===== src/hw/rtl/frc_pkg.sv =====
package frc_pkg;

  localparam int WORD_BITS    = 64;
  localparam int NUM_BITS     = 64;
  localparam int DEN_BITS     = 63;
  localparam int SHIFT_BITS   = $clog2(WORD_BITS);
  localparam int QUEUE_DEPTH  = 2;
  localparam int QPTR_BITS    = (QUEUE_DEPTH > 1) ? $clog2(QUEUE_DEPTH) : 1;
  localparam int QCNT_BITS    = $clog2(QUEUE_DEPTH + 1);

  localparam logic [1:0] ST_OK      = 2'd0;
  localparam logic [1:0] ST_NAN     = 2'd1;
  localparam logic [1:0] ST_POS_INF = 2'd2;
  localparam logic [1:0] ST_NEG_INF = 2'd3;

  typedef logic [WORD_BITS-1:0] word_t;

  // classified request handed from front to back
  typedef struct packed {
    logic       special;
    logic [1:0] status;
    logic       neg;
    word_t      num_mag;
    word_t      den_mag;
  } frc_item_t;

endpackage


===== src/hw/rtl/frc_in_if.sv =====
interface frc_in_if;
  logic               valid;
  logic               ready;
  logic signed [63:0] numerator;
  logic signed [63:0] denominator;

  modport source (output valid, numerator, denominator, input ready);
  modport sink   (input valid, numerator, denominator, output ready);
endinterface


===== src/hw/rtl/frc_out_if.sv =====
interface frc_out_if;
  logic               valid;
  logic               ready;
  logic signed [63:0] reduced_numerator;
  logic        [62:0] reduced_denominator;
  logic        [1:0]  status;

  modport source (output valid, reduced_numerator, reduced_denominator, status, input ready);
  modport sink   (input valid, reduced_numerator, reduced_denominator, status, output ready);
endinterface


===== src/hw/rtl/frc_front.sv =====
module frc_front
  import frc_pkg::*;
(
  frc_in_if.sink    operand,
  input  logic      q_ready,
  output logic      push,
  output frc_item_t item
);

  word_t n;
  word_t d;
  logic  n_neg;
  logic  d_neg;
  word_t n_mag;
  word_t d_mag;

  always_comb begin
    n     = operand.numerator[WORD_BITS-1:0];
    d     = operand.denominator[WORD_BITS-1:0];
    n_neg = n[WORD_BITS-1];
    d_neg = d[WORD_BITS-1];
    n_mag = n_neg ? (~n + word_t'(1)) : n;
    d_mag = d_neg ? (~d + word_t'(1)) : d;

    item.num_mag = n_mag;
    item.den_mag = d_mag;
    item.neg     = (n_neg != d_neg) && (n_mag != '0);
    item.special = (d == '0);
    if (d != '0) begin
      item.status = ST_OK;
    end else if (n == '0) begin
      item.status = ST_NAN;
    end else if (n_neg) begin
      item.status = ST_NEG_INF;
    end else begin
      item.status = ST_POS_INF;
    end
  end

  assign operand.ready = q_ready;
  assign push          = operand.valid && q_ready;

endmodule


===== src/hw/rtl/frc_queue.sv =====
module frc_queue
  import frc_pkg::*;
(
  input  logic      clk,
  input  logic      rst,
  input  logic      push,
  input  frc_item_t push_item,
  output logic      not_full,
  input  logic      pop,
  output logic      not_empty,
  output frc_item_t pop_item
);

  frc_item_t            slots [QUEUE_DEPTH];
  logic [QPTR_BITS-1:0] wr_ptr;
  logic [QPTR_BITS-1:0] rd_ptr;
  logic [QCNT_BITS-1:0] count;

  assign not_full  = (count != QCNT_BITS'(QUEUE_DEPTH));
  assign not_empty = (count != '0);
  assign pop_item  = slots[rd_ptr];

  always_ff @(posedge clk) begin
    if (push && not_full) begin
      slots[wr_ptr] <= push_item;
    end
  end

  always_ff @(posedge clk) begin
    if (rst) begin
      wr_ptr <= '0;
      rd_ptr <= '0;
      count  <= '0;
    end else begin
      if (push && not_full) begin
        wr_ptr <= (wr_ptr == QPTR_BITS'(QUEUE_DEPTH - 1)) ? '0 : wr_ptr + 1'b1;
      end
      if (pop && not_empty) begin
        rd_ptr <= (rd_ptr == QPTR_BITS'(QUEUE_DEPTH - 1)) ? '0 : rd_ptr + 1'b1;
      end
      unique case ({push && not_full, pop && not_empty})
        2'b10:   count <= count + 1'b1;
        2'b01:   count <= count - 1'b1;
        default: count <= count;
      endcase
    end
  end

endmodule


===== src/hw/rtl/frc_back.sv =====
module frc_back
  import frc_pkg::*;
(
  input  logic      clk,
  input  logic      rst,
  input  logic      q_valid,
  input  frc_item_t q_item,
  output logic      pop,
  frc_out_if.source result
);

  localparam logic [1:0] S_IDLE = 2'd0;
  localparam logic [1:0] S_GCD  = 2'd1;
  localparam logic [1:0] S_DIV  = 2'd2;
  localparam logic [1:0] S_DONE = 2'd3;

  localparam word_t MAX_POS = {1'b0, {(WORD_BITS-1){1'b1}}};

  logic [1:0]            state;
  word_t                 a;
  word_t                 b;
  logic [SHIFT_BITS-1:0] k;
  word_t                 g;
  word_t                 quo_n;
  word_t                 quo_d;
  word_t                 rem_n;
  word_t                 rem_d;
  logic [SHIFT_BITS-1:0] cnt;
  logic                  neg;
  logic                  special;
  logic [1:0]            status;

  logic [WORD_BITS:0]    trial_n;
  logic [WORD_BITS:0]    trial_d;
  logic                  fit_n;
  logic                  fit_d;
  word_t                 rn;
  word_t                 rd;
  logic                  load;

  // one restoring-division step for each quotient
  always_comb begin
    trial_n = {rem_n, quo_n[WORD_BITS-1]};
    trial_d = {rem_d, quo_d[WORD_BITS-1]};
    fit_n   = (trial_n >= {1'b0, g});
    fit_d   = (trial_d >= {1'b0, g});
  end

  always_comb begin
    if (special) begin
      rn = '0;
      rd = '0;
    end else begin
      if (neg) begin
        rn = ~quo_n + word_t'(1);
      end else begin
        rn = (quo_n > MAX_POS) ? MAX_POS : quo_n;
      end
      rd = (quo_d > MAX_POS) ? MAX_POS : quo_d;
    end
  end

  assign pop  = (state == S_IDLE) && q_valid;
  assign load = (state == S_DONE) && (!result.valid || result.ready);

  always_ff @(posedge clk) begin
    if (rst) begin
      state <= S_IDLE;
    end else begin
      unique case (state)
        S_IDLE: begin
          if (q_valid) begin
            state <= q_item.special ? S_DONE : S_GCD;
          end
        end
        S_GCD: begin
          if (a == '0) begin
            state <= S_DIV;
          end
        end
        S_DIV: begin
          if (cnt == '0) begin
            state <= S_DONE;
          end
        end
        S_DONE: begin
          if (load) begin
            state <= S_IDLE;
          end
        end
        default: state <= S_IDLE;
      endcase
    end
  end

  always_ff @(posedge clk) begin
    unique case (state)
      S_IDLE: begin
        a       <= q_item.num_mag;
        b       <= q_item.den_mag;
        quo_n   <= q_item.num_mag;
        quo_d   <= q_item.den_mag;
        neg     <= q_item.neg;
        special <= q_item.special;
        status  <= q_item.status;
        k       <= '0;
      end
      S_GCD: begin
        // binary gcd: strip shared twos into k, then subtract odd parts
        if (a == '0) begin
          g     <= b << k;
          rem_n <= '0;
          rem_d <= '0;
          cnt   <= SHIFT_BITS'(WORD_BITS - 1);
        end else if (!a[0] && !b[0]) begin
          a <= a >> 1;
          b <= b >> 1;
          k <= k + 1'b1;
        end else if (!a[0]) begin
          a <= a >> 1;
        end else if (!b[0]) begin
          b <= b >> 1;
        end else if (a >= b) begin
          a <= (a - b) >> 1;
        end else begin
          a <= (b - a) >> 1;
          b <= a;
        end
      end
      S_DIV: begin
        rem_n <= fit_n ? word_t'(trial_n - {1'b0, g}) : trial_n[WORD_BITS-1:0];
        rem_d <= fit_d ? word_t'(trial_d - {1'b0, g}) : trial_d[WORD_BITS-1:0];
        quo_n <= {quo_n[WORD_BITS-2:0], fit_n};
        quo_d <= {quo_d[WORD_BITS-2:0], fit_d};
        cnt   <= cnt - 1'b1;
      end
      default: begin
      end
    endcase
  end

  always_ff @(posedge clk) begin
    if (rst) begin
      result.valid <= 1'b0;
    end else if (load) begin
      result.valid <= 1'b1;
    end else if (result.ready) begin
      result.valid <= 1'b0;
    end
  end

  always_ff @(posedge clk) begin
    if (load) begin
      result.reduced_numerator   <= NUM_BITS'(signed'(rn));
      result.reduced_denominator <= DEN_BITS'(rd);
      result.status              <= status;
    end
  end

endmodule


===== src/hw/rtl/fraction_reducer.sv =====
// Fraction reducer: brings a signed numerator/denominator pair to lowest terms.
// operand (sink): numerator, denominator, each 64-bit two's complement.
// result (source): reduced_numerator (signed), reduced_denominator (positive),
//   status (ok, zero over zero, +inf, -inf). One result per request, in order.
// The front classifies each request (sign, magnitudes, zero denominator) and
// writes it to a two-entry queue; operand.ready is high while the queue has room.
// The back takes one request at a time: a binary gcd that does one shift or
// subtract per cycle, then two restoring dividers that form both quotients in
// parallel, one bit per cycle.
// Sustained throughput is set by the gcd loop and the bit-serial dividers.
// The result sits in an output register; while the receiver stalls the back
// finishes its current request and holds it, and the queue keeps taking
// requests until full.
// Reset (rst, synchronous) empties the queue, idles the back and drops
// result.valid.
module fraction_reducer
  import frc_pkg::*;
(
  input logic       clk,
  input logic       rst,
  frc_in_if.sink    operand,
  frc_out_if.source result
);

  logic      push;
  logic      q_ready;
  frc_item_t push_item;
  logic      pop;
  logic      q_valid;
  frc_item_t pop_item;

  frc_front u_front (
    .operand (operand),
    .q_ready (q_ready),
    .push    (push),
    .item    (push_item)
  );

  frc_queue u_queue (
    .clk       (clk),
    .rst       (rst),
    .push      (push),
    .push_item (push_item),
    .not_full  (q_ready),
    .pop       (pop),
    .not_empty (q_valid),
    .pop_item  (pop_item)
  );

  frc_back u_back (
    .clk     (clk),
    .rst     (rst),
    .q_valid (q_valid),
    .q_item  (pop_item),
    .pop     (pop),
    .result  (result)
  );

endmodule


===== src/flat_wrapper.sv =====
// flat-port wrapper written by rule: the top's interface ports become plain ports
module fraction_reducer_flat import frc_pkg::*;
  (clk, rst, operand_valid, operand_numerator, operand_denominator, operand_ready, result_valid, result_reduced_numerator, result_reduced_denominator, result_status, result_ready);
  frc_in_if operand_i ();
  frc_out_if result_i ();
  input logic clk;
  input logic rst;
  input wire logic [$bits(operand_i.valid)-1:0] operand_valid;
  input wire logic [$bits(operand_i.numerator)-1:0] operand_numerator;
  input wire logic [$bits(operand_i.denominator)-1:0] operand_denominator;
  output wire logic [$bits(operand_i.ready)-1:0] operand_ready;
  output wire logic [$bits(result_i.valid)-1:0] result_valid;
  output wire logic [$bits(result_i.reduced_numerator)-1:0] result_reduced_numerator;
  output wire logic [$bits(result_i.reduced_denominator)-1:0] result_reduced_denominator;
  output wire logic [$bits(result_i.status)-1:0] result_status;
  input wire logic [$bits(result_i.ready)-1:0] result_ready;
  assign operand_i.valid = operand_valid;
  assign operand_i.numerator = operand_numerator;
  assign operand_i.denominator = operand_denominator;
  assign operand_ready = operand_i.ready;
  assign result_valid = result_i.valid;
  assign result_reduced_numerator = result_i.reduced_numerator;
  assign result_reduced_denominator = result_i.reduced_denominator;
  assign result_status = result_i.status;
  assign result_i.ready = result_ready;
  fraction_reducer u_core (.clk(clk), .rst(rst), .operand(operand_i), .result(result_i));
endmodule

===== config.mk =====
export PLATFORM = sky130hd
export DESIGN_NAME = fraction_reducer_flat
export DESIGN_NICKNAME = d
export VERILOG_FILES = /design/src/hw/rtl/frc_pkg.sv /design/src/hw/rtl/frc_in_if.sv /design/src/hw/rtl/frc_out_if.sv /design/src/hw/rtl/frc_front.sv /design/src/hw/rtl/frc_queue.sv /design/src/hw/rtl/frc_back.sv /design/src/hw/rtl/fraction_reducer.sv /design/src/flat_wrapper.sv
export SDC_FILE = /design/constraint.sdc
export NUM_CORES = 2
export LEC_CHECK = 0
export BUFFER_PORTS_ARGS = -buffer_cell sky130_fd_sc_hd__buf_2
export CAP_MARGIN = 20
export CORE_UTILIZATION = 63
export DETAILED_ROUTE_END_ITERATION = 8
export GPL_ROUTABILITY_DRIVEN = 1
export MAX_ROUTING_LAYER = met4
export PLACE_DENSITY = 0.78
export RECOVER_POWER = 100
export SLEW_MARGIN = 0
export SYNTH_ARGS = -nofsm -noshare
export SYNTH_HDL_FRONTEND = slang
export SYNTH_SLANG_ARGS = --single-unit

===== constraint.sdc =====
create_clock -name clk -period 13.3 [get_ports clk]
set_clock_uncertainty 0.1 [all_clocks]
set_input_delay 2.66 -clock clk [delete_from_list [all_inputs] [get_ports clk]]
set_output_delay 2.66 -clock clk [all_outputs]
set_load 0.02 [all_outputs]

# After elaboration in Yosys (flattened, before gate mapping)
# Memory sizes are Yosys's and may differ from the RTL's. A register that Yosys moved wholly into a read port is not among the register bits.
# Index checks and enable logic that the tools add are counted.
# W data, S select, Z words.
[word_totals] regBits=600 latch_bits=0 ram_bits=264 rom_bits=0 in_bits=132 out_inout_bits=131 elab_cells=140 memories=1
[classes] addsub=13 mul=0 div=0 order_cmp=5 n_eq_ne=16 shifts=1 n_mux=47 bitwise_logic=3 n_reduce_logical=32
[mem_list] name="u_core.u_queue.slots" depth=2 word_bits=132 read_ports=1 rd_ports_with_merged_regs=1 wr=1 line_no="frc_queue.sv:14" rtl="frc_item_t slots [QUEUE_DEPTH];"
[op_table] operator="$mux W64" n=16
[op_table] operator="$pmux W64 S2" n=6
[op_table] operator="$sub A64 B64 Y64" n=4
[op_table] operator="$add A64 B1 Y64 const B" n=3
[op_table] operator="$logic_not A64 Y1" n=3
[op_table] operator="$not A64 Y64" n=3
[op_table] operator="$ge A65 B64 Y1" n=2
[op_table] operator="$gt A64 B63 Y1 const B" n=2
[op_table] operator="$reduce_bool A64 Y1" n=2
[op_table] operator="$mux W63" n=2
[op_table] operator="$ge A64 B64 Y1" n=1
[op_table] operator="$shl A64 B6 Y64" n=1
[op_table] operator="$pmux W6 S2" n=2
[op_table] operator="$mux W6" n=3
[op_table] operator="$mux W2" n=7
[op_table] operator="$ne A2 B2 Y1 const B" n=7
[op_table] operator="$reduce_bool A2 Y1" n=6
[op_table] operator="$mux W1" n=9
[op_table] operator="$reduce_and A3 Y1" n=3
[op_table] operator="$ne A4 B4 Y1 const B" n=2
[op_table] operator="$pmux W2 S4" n=1
[op_table] operator="$reduce_and A4 Y1" n=2
[op_table] operator="$logic_and A1 B1 Y1" n=7
[op_table] operator="$add A6 B1 Y6 const B" n=1
[op_table] operator="other kinds (14)" n=22

# Longest topological paths before layout
[depth] ltp_word=7 mapped_depth=18 ltp_nobuf=15

# Modules after synthesis
# From an unflattened synthesis, not the netlist that was laid out.
[hier_totals] hier_cells=6040 area_unflattened_um2=59233.1
[modules_own_cells] module="frc_back" instances=1 cells_each=5004 area_each_um2=45462.4 seq_area_each_um2=17867.1
[modules_own_cells] module="frc_queue" instances=1 cells_each=435 area_each_um2=9768.1 seq_area_each_um2=8027.7
[modules_own_cells] module="frc_front" instances=1 cells_each=601 area_each_um2=4002.6 seq_area_each_um2=0.0

# Least setup slack after synthesis
# Ideal clock, no wire load.
[synth_timing] path_type="register to register" start="register u_core.u_back.state[0]" end="register u_core.u_back.cnt[0], enable pin" setup_ps=813 arrival_ps=10771 required_ps=12387 setup_slack_ps=1617 stages_incl_launch_ff=8 n_path_buf=3 synth_period_minus_slack_ps=11683 path_cell_list="dfxtp_1 > inv_1 > ha_1 > clkbuf_1 > clkinv_1 > clkbuf_1 > clkbuf_1 > o21ai_0"
[synth_via] elab_chain_len=3 elab_cells_between_ends=5 cone_classes="3 x eq/ne; 2 x reduce/logical"
[synth_lines] element="from (decl)" line_no="frc_back.sv:19" rtl="logic [1:0] state;"
[synth_lines] element="from (signal assigned)" line_no="frc_back.sv:73" rtl="state <= q_item.special ? S_DONE : S_GCD;"
[synth_lines] element="$eq A2 B1 Y1 / $eq A2 B2 Y1 (equally long branches)" line_no="frc_back.sv:97" rtl="unique case (state)"
[synth_lines] element="$ne A2 B2 Y1 (no line) / $reduce_bool A2 Y1 (equally long branches)"
[synth_lines] element="$reduce_and A2 Y1 (no line) (*)"
[synth_lines] element="to (signal assigned)" line_no="frc_back.sv:114" rtl="cnt <= SHIFT_BITS'(WORD_BITS - 1);"
[synth_lines] element="to (signal assigned)" line_no="frc_back.sv:135" rtl="cnt <= cnt - 1'b1;"
[synth_lines] element="to (decl)" line_no="frc_back.sv:28" rtl="logic [SHIFT_BITS-1:0] cnt;"
# Mark *: on every way between the ends. The rest lies on a longest branch, timed or not.
# A chain may end at the register's enable or synchronous reset.

# Worst setup path after layout
[layout_timing] start="register u_core.u_back.b[0]" end="register u_core.u_back.a[26] (data pin)"
[layout_via] elab_chain_len=7 elab_cells_between_ends=11 cone_classes="2 x add/sub; 1 x order compare; 6 x mux; 2 x reduce/logical"
[layout_lines] element="from (decl)" line_no="frc_back.sv:21" rtl="word_t b;"
[layout_lines] element="from (signal assigned)" line_no="frc_back.sv:100" rtl="b <= q_item.den_mag;"
[layout_lines] element="from (signal assigned)" line_no="frc_back.sv:117" rtl="b <= b >> 1;"
[layout_lines] element="from (signal assigned)" line_no="frc_back.sv:122" rtl="b <= b >> 1;"
[layout_lines] element="$sub A64 B64 Y64, or another cell as far along" line_no="frc_back.sv:126" rtl="a <= (b - a) >> 1;"
[layout_lines] element="$mux W63" line_no="frc_back.sv:123" rtl="end else if (a >= b) begin"
[layout_lines] element="$mux W64" line_no="frc_back.sv:121" rtl="end else if (!b[0]) begin"
[layout_lines] element="$mux W64" line_no="frc_back.sv:119" rtl="end else if (!a[0]) begin"
[layout_lines] element="$mux W64 (*)" line_no="frc_back.sv:115" rtl="end else if (!a[0] && !b[0]) begin"
[layout_lines] element="$mux W64 (*)" line_no="frc_back.sv:110" rtl="if (a == '0) begin"
[layout_lines] element="$pmux W64 S2 (*)" line_no="frc_back.sv:97"
[layout_lines] element="to (signal assigned)" line_no="frc_back.sv:99" rtl="a <= q_item.num_mag;"
[layout_lines] element="to (signal assigned)" line_no="frc_back.sv:116" rtl="a <= a >> 1;"
[layout_lines] element="to (signal assigned)" line_no="frc_back.sv:120" rtl="a <= a >> 1;"
[layout_lines] element="to (decl)" line_no="frc_back.sv:20" rtl="word_t a;"
# Mark *: on every way between the ends. The rest lies on a longest branch, timed or not. The select of a mux whose other input is x is not followed.

==> flow_results.org <==
** Floorplan
- Core box area :: 90290 um2
- The initial utilization of the core area, before any placement, comes to between 60 and 70%.
- The die is between 300 and 400 um tall.
- Chip width :: 304.5 um
- Number of placed I/O pins :: 263
- Count of standard-cell rows :: 110
- Die Footprint :: roughly 90000 um2

** Synthesis
- Among all flip-flop cells after synthesis, the most frequent one is edfxtp_1.
- Most area-hungry cell type in the Yosys netlist :: edfxtp_1
- In the post-synthesis netlist, the biggest area contributors are edfxtp_1 45%, ha_1 5.9%, a21oi_1 4.4%, nor2_1 4.2%, mux2i_1 4.0%.
- Counting every instance in the synthesized netlist gives slightly below 6000.
- The commonest cells after synthesis are 857 x edfxtp_1, 651 x nor2_1, 588 x nand2_1.
- Synthesis instantiated about 80 different standard cells from the library.
- Of all flip-flops after synthesis, the portion carrying an async set or reset was 0%.
- The number of nets handed over by synthesis was 6283.
- Yosys mapped a number of flops with a built-in enable equal to ~860.
- Summing the areas of all fa, ha and maj instances in the mapped netlist gives 5.998% of the synthesized area.
- The synthesized netlist devotes under 10% of its cell area to XOR and XNOR gates.
- Synth Cell Area :: approximately 58000 um2
- The synthesized design devotes to its leading area cell type approximately 45% of total area.
- Proportion of synthesized area in mux cells :: around 8.9%
- Seq/Total Area, Yosys :: roughly 45%
- #FFs+latches synth :: about 870
- During synthesis, Yosys emitted a total of 0 warnings.
- The synthesized netlist devotes between 10% and 20% of its cell area to compound gates.
- In this run the mean area of a mapped cell was between 9 and 10 um2.
- By area, the combinational part of the netlist is dominated by compound AO/OA/AOI/OAI gates.
- Summing the areas of all and, or, nand and nor instances in the mapped netlist gives around 14% of the synthesized area.
- Most frequently used cell type in the post-synthesis netlist :: edfxtp_1

** Job
- Max Cap Viol :: 34

** CTS
- The longest clock path from root to sink contains 3 buffers.
- CTS Buf Count :: slightly above 90
- After clock tree synthesis, the clock-pin slew on the worst setup and hold paths is approximately 0.060 ns.
- In this run, post-CTS repair resized a total of 0 instances.
- Clock latency on the worst-skew pair, taken at its later pin, is 0.70 ns.
- CTS Root Buffer Type :: clkbuf_16
- In this run the post-CTS setup repair buffer count came out at 0.
- H-Tree Depth :: 3
- The tree built by TritonCTS fans out to roughly 870 sinks.
- TritonCTS built the clock tree.
- Post-CTS Hold Fix Bufs :: 0

** STA
- Min Clock Period, post-route :: between 9 and 10 ns
- Smallest hold slack :: between 0.3 and 0.4 ns
- Fin crit share :: between 70% and 80%
- The number of pins with negative max-slew slack in the final report was 2088.
- In the final timing run, aggregate negative setup slack is 0 ns.
- Relative max-transition margin :: -252.0%
- Achievable clock frequency :: approximately 110 MHz
- Number of hold-slack violations in the final timing report :: 0
- Setup violations remaining at the end of the flow were counted as 0.
- Unrepaired setup endpoints after global routing :: no
- At the pin with the least slew margin, the transition time is between 5 and 6 ns.

** Setup path
- Cell at the slowest stage of the critical path :: clkbuf_1
- The worst setup path is captured at a flip-flop.
- The setup path with the least slack is of type reg2reg.
- The worst register-to-register path ends at u_core.u_back.a[26]$_DFFE_PP_.
- Critical path required time :: 13.55 ns
- Worst reg2reg startpoint :: u_core.u_back.b[0]$_DFFE_PP_
- The worst setup path is launched from a flip-flop.
- Cell breakdown of the critical path :: clkbuf_1 > ha_1 > fa_1 > nor2_1 > o21ai_0 > o21ai_0 > a21oi_1 > a211oi_1 > o21ai_0 > nand2_1 > clkbuf_1 > mux2i_1 > a221oi_1 > xnor2_1 > o221ai_1
- The cell family contributing the most delay on the critical path is buffers and inverters.
- By instance count, the cell type seen most on the critical path is o21ai_0.
- In this run the worst path has a maximum fanout of 54.
- Together, buffers and inverters on the worst path number 2.
- In this design, the stage delay of the slowest critical-path cell is between 2 and 2.5 ns.
- Worst path arrival time :: just under 10 ns
- Worst reg-to-reg path cell count :: 15
- In this run the number of cells on the critical path is 15.
- For flop-to-flop paths, the worst setup slack is roughly 3.8 ns.

** Placed design
- Summed over all nets, the half-perimeter wirelength after detailed placement is 141800 um.
- Buffers placed on the I/O ports in this run total 262.
- The congestion estimate from routability-driven global placement came to ~1.1.

** Drt
- First drt pass iteration count :: 9
- Routed len/inst :: between 20 and 30 um
- For this run, design rule violations remaining after detail routing come to 0.
- Starting DRC count in detailed routing :: roughly 6400
- Final wirelength :: between 150000 and 200000 um
- Ratio of routed vias to standard cells :: 6.715
- The detail route stage leaves a number of antenna-violating nets equal to 0.
- Overall via count from detail_route :: a little under 50000

** Power
- Worst vdd rail ir drop :: 203.1 uV
- Summed over all cells, the static leakage comes to between 20 and 25 nW.
- Total power for the finished layout comes to between 15 and 20 mW.
- For this design the ratio of total power to cell area is around 280 nW/um2.

** Min path
- Hold Path Depth :: 0
- Path class of the lowest-slack min-delay path :: reg2reg
- Hold Path Origin :: u_core.u_back.status[1]$_DFFE_PP_
- Hold-critical path endpoint :: u_core.u_back.result.status[1]$_DFFE_PP_

** Cells and area
- Share of post-route cells with drive strength above 1 :: 7.571%
- Net count reported at finish :: between 6000 and 7000
- The area growth from synthesis to layout is 7.830%.

** Global routing
- The first global-routing pass estimated about 280000 um of wire.
- Number of antenna violations at the first check in global routing :: 8
- Maximum number of pins on one net before global-route repair :: a little over 100
- Grt ovf :: 0
- Number of global-route vias before repair :: about 45000
- Total global routing track utilization :: 41.16%

** Run status
- Outcome :: finished with violations
- Failing checks :: capacitance limit, slew limit
## final cells by class
cell class / count / area [um2]
multi-input cells: 4381 / 29350
clock inverters: 57 / 525.5
fillers: 6990 / 28120
repair buffers: 314 / 1413
inverters: 283 / 1064
well taps: 1176 / 1471
flip-flops and latches: 865 / 25890
diodes: 5 / 12.51
clock buffers: 110 / 2434
## per-stage QoR
step / worst slack, ns / util, % / instance area [um2] / std cells
5_1_grt: 3.375 / 68.86 / 62170 / 7191
6_report: 3.815 / 68.86 / 62170 / 7191
3_5_place_dp: 6.570 / 66.01 / 59600 / 7017
4_1_cts: 7.231 / 69.29 / 62560 / 7184
3_3_place_gp: 6.768 / 66.00 / 59590 / 7016
2_1_floorplan: 1.617 / - / 57650 / 5877
## state kept, by name, summed over array words and instances (netlist names), named ones only
register                                  cells
u_core.u_back.neg                             1
u_core.u_back.rem_n                          64
u_core.u_back.b                              64
u_core.u_back.result.valid                    1
u_core.u_back.quo_n                          64
u_core.u_back.cnt                             6
u_core.u_back.quo_d                          64
u_core.u_back.special                         1
u_core.u_back.a                              64
u_core.u_back.k                               6
u_core.u_back.g                              64
u_core.u_queue.rd_ptr                         1
u_core.u_back.result.reduced_denominator     63
u_core.u_queue.count                          2
u_core.u_back.state                           2
u_core.u_back.status                          2
u_core.u_back.result.status                   2
u_core.u_back.result.reduced_numerator       64
u_core.u_back.rem_d                          64
u_core.u_queue.wr_ptr                         1
u_core.u_queue.slots                        264
## where the power goes
part           switching, mW  internal (mW)
combinational           6.12           3.22
sequential             0.953           4.30
clock                   1.12           1.45
total                   8.20           8.97
## cell families (layout without fill, tap and decap cells)
kind of cell               after synthesis  in the layout
AOI/OAI and AO/OA                     1537           1537
other                                    0              5
buffers and inverters                  631            764
and+or+nand+nor                       1826           1826
adders and majority gates              274            274
xor gates and xnor gates               311            311
muxes                                  433            433
DFF                                    865            865
## how the worst max path moves through the flow
stage	from	end	slack [ns]
detailed placement	operand_denominator[19]	u_core.u_queue.slots[0][130]$_DFFE_PP_	6.57
CTS	u_core.u_back.quo_d[63]$_DFFE_PP_	u_core.u_back.rem_d[63]$_SDFFCE_PN0P_	7.23
floorplan	u_core.u_back.state[0]$_SDFFE_PP0P_	u_core.u_back.cnt[0]$_SDFFCE_PN1P_	1.62
global route	u_core.u_back.state[0]$_SDFFE_PP0P_	u_core.u_back.quo_n[19]$_DFFE_PP_	3.37
finish	u_core.u_back.b[0]$_DFFE_PP_	u_core.u_back.a[26]$_DFFE_PP_	3.81
global placement	operand_numerator[6]	u_core.u_queue.slots[0][128]$_DFFE_PP_	6.77
## layout by cell type, fill, tap and decap left out, drive strengths merged, types with 106 or more instances in the layout
master / netlist / layout
clkbuf: 297 / 279
a21o: 148 / 148
o21ai: 273 / 273
buf: 51 / 145
nor3: 106 / 106
a211oi: 108 / 108
inv: 281 / 283
nand2: 588 / 588
ha: 270 / 270
mux2i: 228 / 228
edfxtp: 857 / 857
a21oi: 507 / 507
xnor2: 241 / 241
mux2: 156 / 156
nor2: 651 / 651
## per-layer routing
metal | vias to the layer above | share of wire (%) | wire length, um | global-route usage, %
met3 | 595 | 8.9 | 16840 | 7.072
met4 | 0 | 7.0 | 13340 | 24.11
met1 | 23030 | 38 | 71160 | 50.65
li1 | 21920 | - | - | -
met2 | 2748 | 47 | 88300 | 64.13
met5 | - | 0 | 0 | -
No activity file was read; power rests on OpenSTA's default activity.
